[src/design/didss_pkg.sv]
// ----------------------------------------------------------------------------
// didss_pkg
// Shared types, codes and reset constants of the display idle sequencer.
// ----------------------------------------------------------------------------
package didss_pkg;

    localparam int unsigned MS_W    = 24;
    localparam int unsigned LEVEL_W = 8;
    localparam int unsigned CFG_IDX_W = 3;

    typedef enum logic [1:0] {
        MODE_NORMAL = 2'd0,
        MODE_ART    = 2'd1,
        MODE_DIM    = 2'd2,
        MODE_SLEEP  = 2'd3
    } mode_t;

    typedef enum logic [1:0] {
        STAGE_NONE  = 2'd0,
        STAGE_ART   = 2'd1,
        STAGE_DIM   = 2'd2,
        STAGE_SLEEP = 2'd3
    } stage_t;

    typedef enum logic [CFG_IDX_W-1:0] {
        REG_ART_TIMEOUT   = 3'd0,
        REG_DIM_TIMEOUT   = 3'd1,
        REG_SLEEP_TIMEOUT = 3'd2,
        REG_LEVEL_NORMAL  = 3'd3,
        REG_LEVEL_DIM     = 3'd4,
        REG_RADIO_SAVE    = 3'd5,
        REG_CLOCK_SCALE   = 3'd6
    } cfg_reg_t;

    localparam logic [MS_W-1:0]    ART_TIMEOUT_RST   = 24'd30000;
    localparam logic [MS_W-1:0]    DIM_TIMEOUT_RST   = 24'd60000;
    localparam logic [MS_W-1:0]    SLEEP_TIMEOUT_RST = 24'd300000;
    localparam logic [LEVEL_W-1:0] LEVEL_NORMAL_RST  = 8'd255;
    localparam logic [LEVEL_W-1:0] LEVEL_DIM_RST     = 8'd64;

    // First enabled stage at or after 'from'; a zero timeout disables a stage.
    function automatic stage_t first_stage(
        input stage_t          from,
        input logic [MS_W-1:0] art_ms,
        input logic [MS_W-1:0] dim_ms,
        input logic [MS_W-1:0] sleep_ms
    );
        stage_t s;
        priority if (from <= STAGE_ART && art_ms != '0) begin
            s = STAGE_ART;
        end else if (from <= STAGE_DIM && dim_ms != '0) begin
            s = STAGE_DIM;
        end else if (sleep_ms != '0) begin
            s = STAGE_SLEEP;
        end else begin
            s = STAGE_NONE;
        end
        return s;
    endfunction

    // Timeout that belongs to a stage; nothing armed loads zero.
    function automatic logic [MS_W-1:0] stage_ms(
        input stage_t          stage,
        input logic [MS_W-1:0] art_ms,
        input logic [MS_W-1:0] dim_ms,
        input logic [MS_W-1:0] sleep_ms
    );
        logic [MS_W-1:0] v;
        unique case (stage)
            STAGE_ART:   v = art_ms;
            STAGE_DIM:   v = dim_ms;
            STAGE_SLEEP: v = sleep_ms;
            default:     v = '0;
        endcase
        return v;
    endfunction

endpackage

[src/design/display_idle_dim_sleep_sequencer.sv]
// ----------------------------------------------------------------------------
// display_idle_dim_sleep_sequencer
// Idle timeout sequencer for a display: normal, art, dim and sleep states.
// ----------------------------------------------------------------------------
// Input channel (s_*): one item per event, s_op = 0 for a one-millisecond
// tick, s_op = 1 for user activity; s_art_allowed gates entry to art mode.
// Result channel (m_*): one item per input item, showing mode, backlight
// duty, panel/controls state, power-save requests and the touch window
// after the event has been applied.
// Configuration (cfg_*): register index and data, always ready; write only
// while no item is in flight.
// The result is registered and is valid in the cycle after input accept.
// Throughput is one item per cycle while the receiver takes each result: the whole
// update is a single pass of logic between the state registers and the result register.
// A stalled receiver holds the result register; the input side keeps taking
// items in the same cycle the held result is taken, and stops otherwise.
// Reset returns configuration to its defaults, the mode to normal, closes
// the touch window and arms the first enabled stage with its timeout.
// ----------------------------------------------------------------------------
module display_idle_dim_sleep_sequencer #(
    parameter int unsigned TOUCH_SUPPRESS_MS = 250,
    parameter int unsigned TIMEOUT_BITS      = 24
) (
    input  logic                           aclk,
    input  logic                           aresetn,

    input  logic                           s_valid,
    output logic                           s_ready,
    input  logic                           s_op,
    input  logic                           s_art_allowed,

    output logic                           m_valid,
    input  logic                           m_ready,
    output logic [1:0]                     m_mode,
    output logic [didss_pkg::LEVEL_W-1:0]  m_backlight,
    output logic                           m_panel_on,
    output logic                           m_controls_shown,
    output logic                           m_radio_save,
    output logic                           m_clock_low,
    output logic                           m_touch_suppressed,

    input  logic                           cfg_valid,
    output logic                           cfg_ready,
    input  logic [didss_pkg::CFG_IDX_W-1:0] cfg_index,
    input  logic [didss_pkg::MS_W-1:0]     cfg_data
);

    localparam logic [32:0] CNT_MAX = (33'd1 << TIMEOUT_BITS) - 33'd1;

    // Load value of the countdown, saturated to its width.
    function automatic logic [TIMEOUT_BITS-1:0] sat_ms(input logic [didss_pkg::MS_W-1:0] ms);
        logic [TIMEOUT_BITS-1:0] v;
        if (33'(ms) > CNT_MAX) begin
            v = CNT_MAX[TIMEOUT_BITS-1:0];
        end else begin
            v = TIMEOUT_BITS'(ms);
        end
        return v;
    endfunction

    // configuration
    logic [didss_pkg::MS_W-1:0]    art_ms_reg, dim_ms_reg, sleep_ms_reg;
    logic [didss_pkg::LEVEL_W-1:0] level_normal_reg, level_dim_reg;
    logic                          radio_en_reg, clock_en_reg;

    // state
    didss_pkg::mode_t        mode_reg, mode_next;
    didss_pkg::stage_t       stage_reg, stage_next;
    logic [TIMEOUT_BITS-1:0] cnt_reg, cnt_next;
    logic [7:0]              win_reg, win_next;

    // result register
    logic                          m_valid_reg;
    logic [1:0]                    m_mode_reg;
    logic [didss_pkg::LEVEL_W-1:0] m_backlight_reg;
    logic                          m_panel_on_reg, m_controls_reg;
    logic                          m_radio_reg, m_clock_reg, m_touch_reg;

    logic                          in_fire;
    logic                          sleeping;
    didss_pkg::stage_t             arm_stage;

    assign cfg_ready = 1'b1;
    assign s_ready   = !m_valid_reg || m_ready;
    assign in_fire   = s_valid && s_ready;

    always_ff @(posedge aclk) begin
        if (!aresetn) begin
            art_ms_reg       <= didss_pkg::ART_TIMEOUT_RST;
            dim_ms_reg       <= didss_pkg::DIM_TIMEOUT_RST;
            sleep_ms_reg     <= didss_pkg::SLEEP_TIMEOUT_RST;
            level_normal_reg <= didss_pkg::LEVEL_NORMAL_RST;
            level_dim_reg    <= didss_pkg::LEVEL_DIM_RST;
            radio_en_reg     <= 1'b0;
            clock_en_reg     <= 1'b0;
        end else if (cfg_valid) begin
            unique case (cfg_index)
                didss_pkg::REG_ART_TIMEOUT:   art_ms_reg       <= cfg_data;
                didss_pkg::REG_DIM_TIMEOUT:   dim_ms_reg       <= cfg_data;
                didss_pkg::REG_SLEEP_TIMEOUT: sleep_ms_reg     <= cfg_data;
                didss_pkg::REG_LEVEL_NORMAL:  level_normal_reg <= cfg_data[didss_pkg::LEVEL_W-1:0];
                didss_pkg::REG_LEVEL_DIM:     level_dim_reg    <= cfg_data[didss_pkg::LEVEL_W-1:0];
                didss_pkg::REG_RADIO_SAVE:    radio_en_reg     <= cfg_data[0];
                didss_pkg::REG_CLOCK_SCALE:   clock_en_reg     <= cfg_data[0];
                default: ;
            endcase
        end
    end

    // Event update: tick counts down and fires, activity wakes and re-arms.
    always_comb begin
        mode_next  = mode_reg;
        stage_next = stage_reg;
        cnt_next   = cnt_reg;
        win_next   = win_reg;
        arm_stage  = didss_pkg::STAGE_NONE;
        if (!s_op) begin
            if (win_reg != '0) begin
                win_next = win_reg - 8'd1;
            end
            if (stage_reg != didss_pkg::STAGE_NONE) begin
                if (cnt_reg > TIMEOUT_BITS'(1)) begin
                    cnt_next = cnt_reg - TIMEOUT_BITS'(1);
                end else begin
                    stage_next = didss_pkg::STAGE_NONE;
                    cnt_next   = '0;
                    unique case (stage_reg)
                        didss_pkg::STAGE_ART: begin
                            if (s_art_allowed && mode_reg == didss_pkg::MODE_NORMAL) begin
                                mode_next = didss_pkg::MODE_ART;
                            end
                            arm_stage  = didss_pkg::first_stage(didss_pkg::STAGE_DIM,
                                             art_ms_reg, dim_ms_reg, sleep_ms_reg);
                            stage_next = arm_stage;
                            cnt_next   = sat_ms(didss_pkg::stage_ms(arm_stage,
                                             art_ms_reg, dim_ms_reg, sleep_ms_reg));
                        end
                        didss_pkg::STAGE_DIM: begin
                            if (mode_reg == didss_pkg::MODE_NORMAL ||
                                mode_reg == didss_pkg::MODE_ART) begin
                                mode_next  = didss_pkg::MODE_DIM;
                                arm_stage  = didss_pkg::first_stage(didss_pkg::STAGE_SLEEP,
                                                 art_ms_reg, dim_ms_reg, sleep_ms_reg);
                                stage_next = arm_stage;
                                cnt_next   = sat_ms(didss_pkg::stage_ms(arm_stage,
                                                 art_ms_reg, dim_ms_reg, sleep_ms_reg));
                            end
                        end
                        default: begin
                            mode_next = didss_pkg::MODE_SLEEP;
                        end
                    endcase
                end
            end
        end else begin
            if (mode_reg != didss_pkg::MODE_NORMAL) begin
                mode_next = didss_pkg::MODE_NORMAL;
                win_next  = 8'(TOUCH_SUPPRESS_MS);
            end
            arm_stage  = didss_pkg::first_stage(didss_pkg::STAGE_ART,
                             art_ms_reg, dim_ms_reg, sleep_ms_reg);
            stage_next = arm_stage;
            cnt_next   = sat_ms(didss_pkg::stage_ms(arm_stage,
                             art_ms_reg, dim_ms_reg, sleep_ms_reg));
        end
    end

    assign sleeping = (mode_next == didss_pkg::MODE_SLEEP);

    always_ff @(posedge aclk) begin
        if (!aresetn) begin
            mode_reg  <= didss_pkg::MODE_NORMAL;
            stage_reg <= didss_pkg::STAGE_ART;
            cnt_reg   <= sat_ms(didss_pkg::ART_TIMEOUT_RST);
            win_reg   <= '0;
        end else if (in_fire) begin
            mode_reg  <= mode_next;
            stage_reg <= stage_next;
            cnt_reg   <= cnt_next;
            win_reg   <= win_next;
        end
    end

    always_ff @(posedge aclk) begin
        if (!aresetn) begin
            m_valid_reg <= 1'b0;
        end else if (in_fire) begin
            m_valid_reg <= 1'b1;
        end else if (m_ready) begin
            m_valid_reg <= 1'b0;
        end
    end

    always_ff @(posedge aclk) begin
        if (in_fire) begin
            m_mode_reg <= mode_next;
            if (mode_next == didss_pkg::MODE_DIM) begin
                m_backlight_reg <= level_dim_reg;
            end else if (sleeping) begin
                m_backlight_reg <= '0;
            end else begin
                m_backlight_reg <= level_normal_reg;
            end
            m_panel_on_reg <= !sleeping;
            m_controls_reg <= (mode_next == didss_pkg::MODE_NORMAL);
            m_radio_reg    <= sleeping && radio_en_reg;
            m_clock_reg    <= sleeping && clock_en_reg;
            m_touch_reg    <= (win_next != '0);
        end
    end

    assign m_valid            = m_valid_reg;
    assign m_mode             = m_mode_reg;
    assign m_backlight        = m_backlight_reg;
    assign m_panel_on         = m_panel_on_reg;
    assign m_controls_shown   = m_controls_reg;
    assign m_radio_save       = m_radio_reg;
    assign m_clock_low        = m_clock_reg;
    assign m_touch_suppressed = m_touch_reg;

endmodule

[config.mk]
export PLATFORM = sky130hd
export DESIGN_NAME = display_idle_dim_sleep_sequencer
export DESIGN_NICKNAME = d
export VERILOG_FILES = /design/src/design/didss_pkg.sv /design/src/design/display_idle_dim_sleep_sequencer.sv
export SDC_FILE = /design/constraint.sdc
export NUM_CORES = 1
export LEC_CHECK = 0
export BUFFER_PORTS_ARGS = -buffer_cell sky130_fd_sc_hd__buf_2
export CAP_MARGIN = 20
export CORE_ASPECT_RATIO = 0.7
export CORE_UTILIZATION = 38
export CTS_CLUSTER_DIAMETER = 100
export DETAILED_ROUTE_END_ITERATION = 7
export HOLD_SLACK_MARGIN = 0.12
export PLACE_DENSITY = 0.64
export SYNTH_ARGS = -nofsm -noshare
export SYNTH_HDL_FRONTEND = slang
export SYNTH_SLANG_ARGS = --single-unit
[constraint.sdc]
create_clock -name aclk -period 3.4 [get_ports aclk]
set_input_delay 0.17 -clock aclk [delete_from_list [all_inputs] [get_ports aclk]]
set_output_delay 0.17 -clock aclk [all_outputs]
set_load 0.005 [all_outputs]
== Word level (Yosys, flattened, before mapping) ==
Cells that the tools add are included.

* Input port bits: 34
* Logic and storage cells: 112
* Output and inout port bits: 18
* Flip-flop bits (word level): 142

* Muxes and demuxes: 40
* Add/sub/neg operators: 2
* Order comparisons: 1
* Reduce and logical (&&, ||, !) cells: 29
* Eq/ne operators: 21

{| class="wikitable"
|+ Operators with widths
! kind !! count
|-
| 24-bit case mux with 3 select lines || 3
|-
| 24-bit 2-to-1 mux || 4
|-
| 24-bit nonzero test || 3
|-
| 24-bit case mux with 2 select lines || 1
|-
| 2-bit 2-to-1 mux || 23
|-
| 8-bit 2-to-1 mux || 5
|-
| 24-bit by 1-bit > comparator with 1-bit output, second input constant || 1
|-
| 24-bit by 1-bit subtractor with 24-bit output, second input constant || 1
|-
| 2-bit == test, second input constant || 9
|-
| 2-bit AND reduction || 8
|-
| 8-bit nonzero test || 2
|-
| 2-bit by 1-bit == test with 1-bit output, second input constant || 5
|-
| 3-bit == test, second input constant || 3
|-
| 2-bit case mux with 2 select lines || 2
|-
| 2-bit nonzero test || 4
|-
| 8-bit by 1-bit subtractor with 8-bit output, second input constant || 1
|-
| 3-bit by 2-bit == test with 1-bit output, second input constant || 2
|-
| 1-bit logical AND || 4
|-
| 2-bit logical NOT || 2
|-
| 3-bit by 1-bit == test with 1-bit output, second input constant || 1
|-
| 3-bit logical NOT || 1
|-
| 3-bit AND reduction || 1
|-
| 1-bit logical NOT || 2
|-
| 1-bit logical OR || 2
|-
| other kinds (2) || 3
|}

== Longest topological paths before layout ==
* Depth in word-level cells: 14
* Mapped depth: 9
* Gate-level depth less buffers: 8

== Least setup slack after synthesis ==
Ideal clock, no wire load.

* Path kind: reg-to-reg
* From: reg win_reg[0]
* To: reg m_touch_reg, in the netlist m_touch_suppressed, data pin
* Clock period less this slack: 2517 ps
* Arrival time: 2251 ps
* Stages on the path, launching flop included: 9
* Data required time: 3135 ps
* Path buffers: 0
* Setup time: 265 ps
* Path slack: 883 ps
* Path through: dfxtp_1 > inv_1 > ha_1 > or3b_4 > or4_4 > a221o_1 > a21oi_1 > nand4_1 > or3_1

* Longest elaborated chain between the ends: 4
* Elaborated cells between the ends (all ways): 6
* Those cells by class: add/sub: 1; mux: 3; reduce/logical: 2

{| class="wikitable"
|+ RTL lines
! item !! RTL line !! text
|-
| from (decl) || display_idle_dim_sleep_sequencer.sv:70 || <nowiki>logic [7:0] win_reg, win_next;</nowiki>
|-
| from (signal assigned) || display_idle_dim_sleep_sequencer.sv:180 || <nowiki>win_reg <= win_next;</nowiki>
|-
| 8-bit by 1-bit subtractor with 8-bit output or 8-bit nonzero test (tied branches) || display_idle_dim_sleep_sequencer.sv:119, display_idle_dim_sleep_sequencer.sv:118 ||
|-
| 8-bit 2-to-1 mux || display_idle_dim_sleep_sequencer.sv:118 || <nowiki>if (win_reg != '0) begin</nowiki>
|-
| 8-bit 2-to-1 mux (*) || display_idle_dim_sleep_sequencer.sv:117 || <nowiki>if (!s_op) begin</nowiki>
|-
| 8-bit nonzero test (*) || display_idle_dim_sleep_sequencer.sv:208 || <nowiki>m_touch_reg <= (win_next != '0);</nowiki>
|-
| to (signal assigned) || display_idle_dim_sleep_sequencer.sv:208 ||
|-
| to (decl) || display_idle_dim_sleep_sequencer.sv:77 || <nowiki>logic m_radio_reg, m_clock_reg, m_touch_reg;</nowiki>
|}

Every way passes the cells marked *; elsewhere a longest branch is shown, timed or not.
A chain may end at the register's enable or synchronous reset.

== Final worst setup path ==
Same ends and word-level chain as after synthesis.

==> flow_metrics.env <==
export IMPL_postCtsSetupRepairBufs=0
export IMPL_ys_warn_count=0
export IMPL_final_cell_mix="nand2_1, dfxtp_1, a21boi_0"
export IMPL_gr_total_overflow=0
export IMPL_hold_start="aresetn"
export IMPL_area_delta_synth_final_pct=18.1
export IMPL_hold_buffers=26
export IMPL_hold_depth=2
export IMPL_place_congestion=0.942
export IMPL_synth_distinct_cells=76
export IMPL_grt_first_pass_wirelength_um=34800
export IMPL_cts_made_buffers=17
export IMPL_powerDensity_mw_per_mm2=494
export IMPL_via_per_inst=5.72
export IMPL_vias=6943
export IMPL_finalClockSkew_ns=0.00929
export IMPL_hpwl_um=14900
export IMPL_wl_um=21700
export IMPL_worst_pin_slew_ns=0.959
export IMPL_die_area_mm2=0.0196
export IMPL_clock_latency_ns=0.43
export IMPL_status="complete, no violations"
export IMPL_track_usage_pct=22.6
export IMPL_crit_arrival_ns=2.83
export IMPL_worst_r2r_setup_slack_ns=0.75
export IMPL_hold_class="primary input to flop"
export IMPL_r2r_end="m_touch_suppressed"
export IMPL_cts_resized=0
export IMPL_maxCapViolations=0
export IMPL_met2_usage_pct=30.1
export IMPL_synthAdderAreaFrac_pct=1.21
export IMPL_initial_core_util_pct=39.4
export IMPL_grt_busiest_layer="met1"
export IMPL_synth_top_area_share_pct=35.2
export IMPL_syn_area_mm2=0.00722
export IMPL_rr_startpoint="win_reg[0]"
export IMPL_drt_pre_antenna_iters=5
export IMPL_hold_viol=0
export IMPL_die_h_um=117
export IMPL_synth_edff_count=15
export IMPL_endpoint_kind="flop"
export IMPL_fin_nets=1005
export IMPL_setup_viol=0
export IMPL_rsz0062_at_grt="no"
export IMPL_die_w_um=167
export IMPL_layout_drive_gt1_share_pct=12.4
export IMPL_synth_top_family_by_area="simple AND/OR/NAND/NOR gates"
export IMPL_drtIter0Drc=763
export IMPL_period_share_pct=78.1
export IMPL_async_reset_ff_share_pct=0
export IMPL_drc=0
export IMPL_post_synth_top_area_cell="dfxtp_1"
export IMPL_final_antenna_net_count=0
export IMPL_syn_area_per_cell_um2=7.96
export IMPL_synth_ff_type="dfxtp_1"
export IMPL_period_needed_ns=2.65
export IMPL_synth_compound_area_share_pct=23.2
export IMPL_hold_end="sleep_ms_reg[7]"
export IMPL_rows=41
export IMPL_cts_sinks=142
export IMPL_cts_max_level=4
export IMPL_dp_cells=1155
export IMPL_crit_fanout=5
export IMPL_synth_seq_cells=142
export IMPL_drv_slew=0
export IMPL_fin_setup_tns_ns=0
export IMPL_synth_fp_nets=949
export IMPL_grt_pass1_vias=6304
export IMPL_leakage_nw=3.15
export IMPL_synthMuxAreaShare_pct=0.572
export IMPL_syn_inst=908
export IMPL_grt_max_degree=81
export IMPL_cp_start_kind="flop"
export IMPL_rr_worst_depth=8
export IMPL_core_area_mm2=0.0183
export IMPL_io_buffer_count=50
export IMPL_root_buffer="clkbuf_16"
export IMPL_cts_tree="done"
export IMPL_layout_commonest_cell="nand2_1"
export IMPL_ys_seq_area_share_pct=41.4
export IMPL_grt_util_met1_pct=34.7
export IMPL_use_met3_pct=6.51
export IMPL_setup_ws_ns=0.745
export IMPL_clockBufferDepth=2
export IMPL_avgRoutedWirePerCell_um=17.9
export IMPL_instances_no_fill=1213
export IMPL_crit_type="flop to flop"
export IMPL_cp_required_ns=3.57
export IMPL_max_slew_margin_pct=35.9
export IMPL_place_ws_ns=0.778
export IMPL_synthSimpleGateAreaFrac_pct=27.6
export IMPL_antenna_found_initial=0
export IMPL_n_antenna_cell=0
export IMPL_synth_xor_area_share_pct=2.18
export IMPL_fmax_mhz=377
export IMPL_clkTransAtPathRegs_ns=0.06
export IMPL_io_pins=52
export IMPL_synth_area_top_cells="dfxtp_1, nand2_1, edfxtp_1"
export IMPL_ir_drop_mv=0.303
## synthesized netlist by cell type, types with 3 or more instances
master / number
a31o_2: 4
nand3_1: 46
a21boi_0: 59
nor2b_1: 8
nand2_1: 233
a22o_1: 5
a21boi_1: 3
o21ai_0: 50
nor2_1: 45
and2_1: 7
nor3b_1: 6
a221oi_1: 11
or3_1: 3
and3_1: 7
xnor2_1: 9
a211o_1: 3
a21oi_1: 21
dfxtp_1: 127
or4_1: 6
nand4_1: 7
edfxtp_1: 15
clkbuf_1: 44
o21ai_1: 10
buf_1: 3
ha_1: 7
a22oi_1: 6
nor3_1: 12
nor3_2: 4
o211a_1: 4
o211ai_1: 3
a31oi_1: 35
mux2i_1: 3
nor4_1: 24
a21o_1: 3
o22ai_1: 3
xor2_1: 9
inv_1: 16
## logic make-up (layout without fill, tap and decap cells)
kind of cell | after synthesis | count (layout)
other | 1 | 1
flip-flops | 142 | 142
XOR/XNOR | 18 | 18
AO/OA/AOI/OAI | 241 | 241
adder cells (fa/ha/maj) | 7 | 7
buffers and inverters | 69 | 138
multiplexers | 4 | 4
AND/OR/NAND/NOR | 426 | 426
## worst max-delay path by stage
stage / start / to / slack (ns) / cells past startpoint
CTS: win_reg[0] / m_touch_suppressed / 0.77 / 8
global placement: win_reg[0] / m_touch_suppressed / 0.79 / 8
finish: win_reg[0] / m_touch_suppressed / 0.75 / 8
floorplan: win_reg[0] / m_touch_suppressed / 0.88 / 8
global route: win_reg[0] / m_touch_suppressed / 0.61 / 8
detailed placement: win_reg[0] / m_touch_suppressed / 0.78 / 8
## power breakdown
part,total [W],internal [W],leakage (nW),switching (W)
combinational,0.000472,0.000199,1.71,0.000273
clock,0.00190,0.00113,0.285,0.000773
sequential,0.00184,0.00176,1.16,0.0000767
## worst max-delay path: stages, from the launching register on
cell	delay (ns)
dfxtp_1	0.33
inv_1	0.14
ha_1	0.20
or3b_4	0.39
or4_4	0.44
a221o_1	0.30
a21oi_1	0.13
nand4_1	0.10
or3_1	0.37
## through the flow
| stage | instance area [µm²] | total power [W] | utilization [%] | hold slack (ns) |
|---|---|---|---|---|
| 2_1_floorplan | 7220 | 0.00216 | - | 0.294 |
| 6_report | 8530 | 0.00421 | 46.6 | 0.146 |
| 5_1_grt | 8530 | 0.00437 | 46.6 | 0.155 |
| 4_1_cts | 8530 | 0.00421 | 46.6 | 0.139 |
| 3_3_place_gp | 7680 | 0.00231 | 41.9 | 0.414 |
| 3_5_place_dp | 7680 | 0.00231 | 41.9 | 0.415 |
## layout make-up
type                       instances  area (µm²)
clock buffer                      21         460
clock inverter                    11         129
fill                            1739        9790
inverter                          17        63.8
multi-input combinational        697        3960
sequential                       142        2990
tap                              236         295
timing repair buffer              89         623
## metal layers
| layer | vias to the layer above | routed length, µm | share of wire [%] |
|---|---|---|---|
| met1 | 3247 | 10800 | 50 |
| met4 | 0 | 225 | 1.0 |
| met2 | 307 | 8490 | 39 |
| met5 | - | 0 | 0 |
| met3 | 25 | 2200 | 10 |
| li1 | 3364 | - | - |
Note: power is estimated with default switching activity, not from simulation.
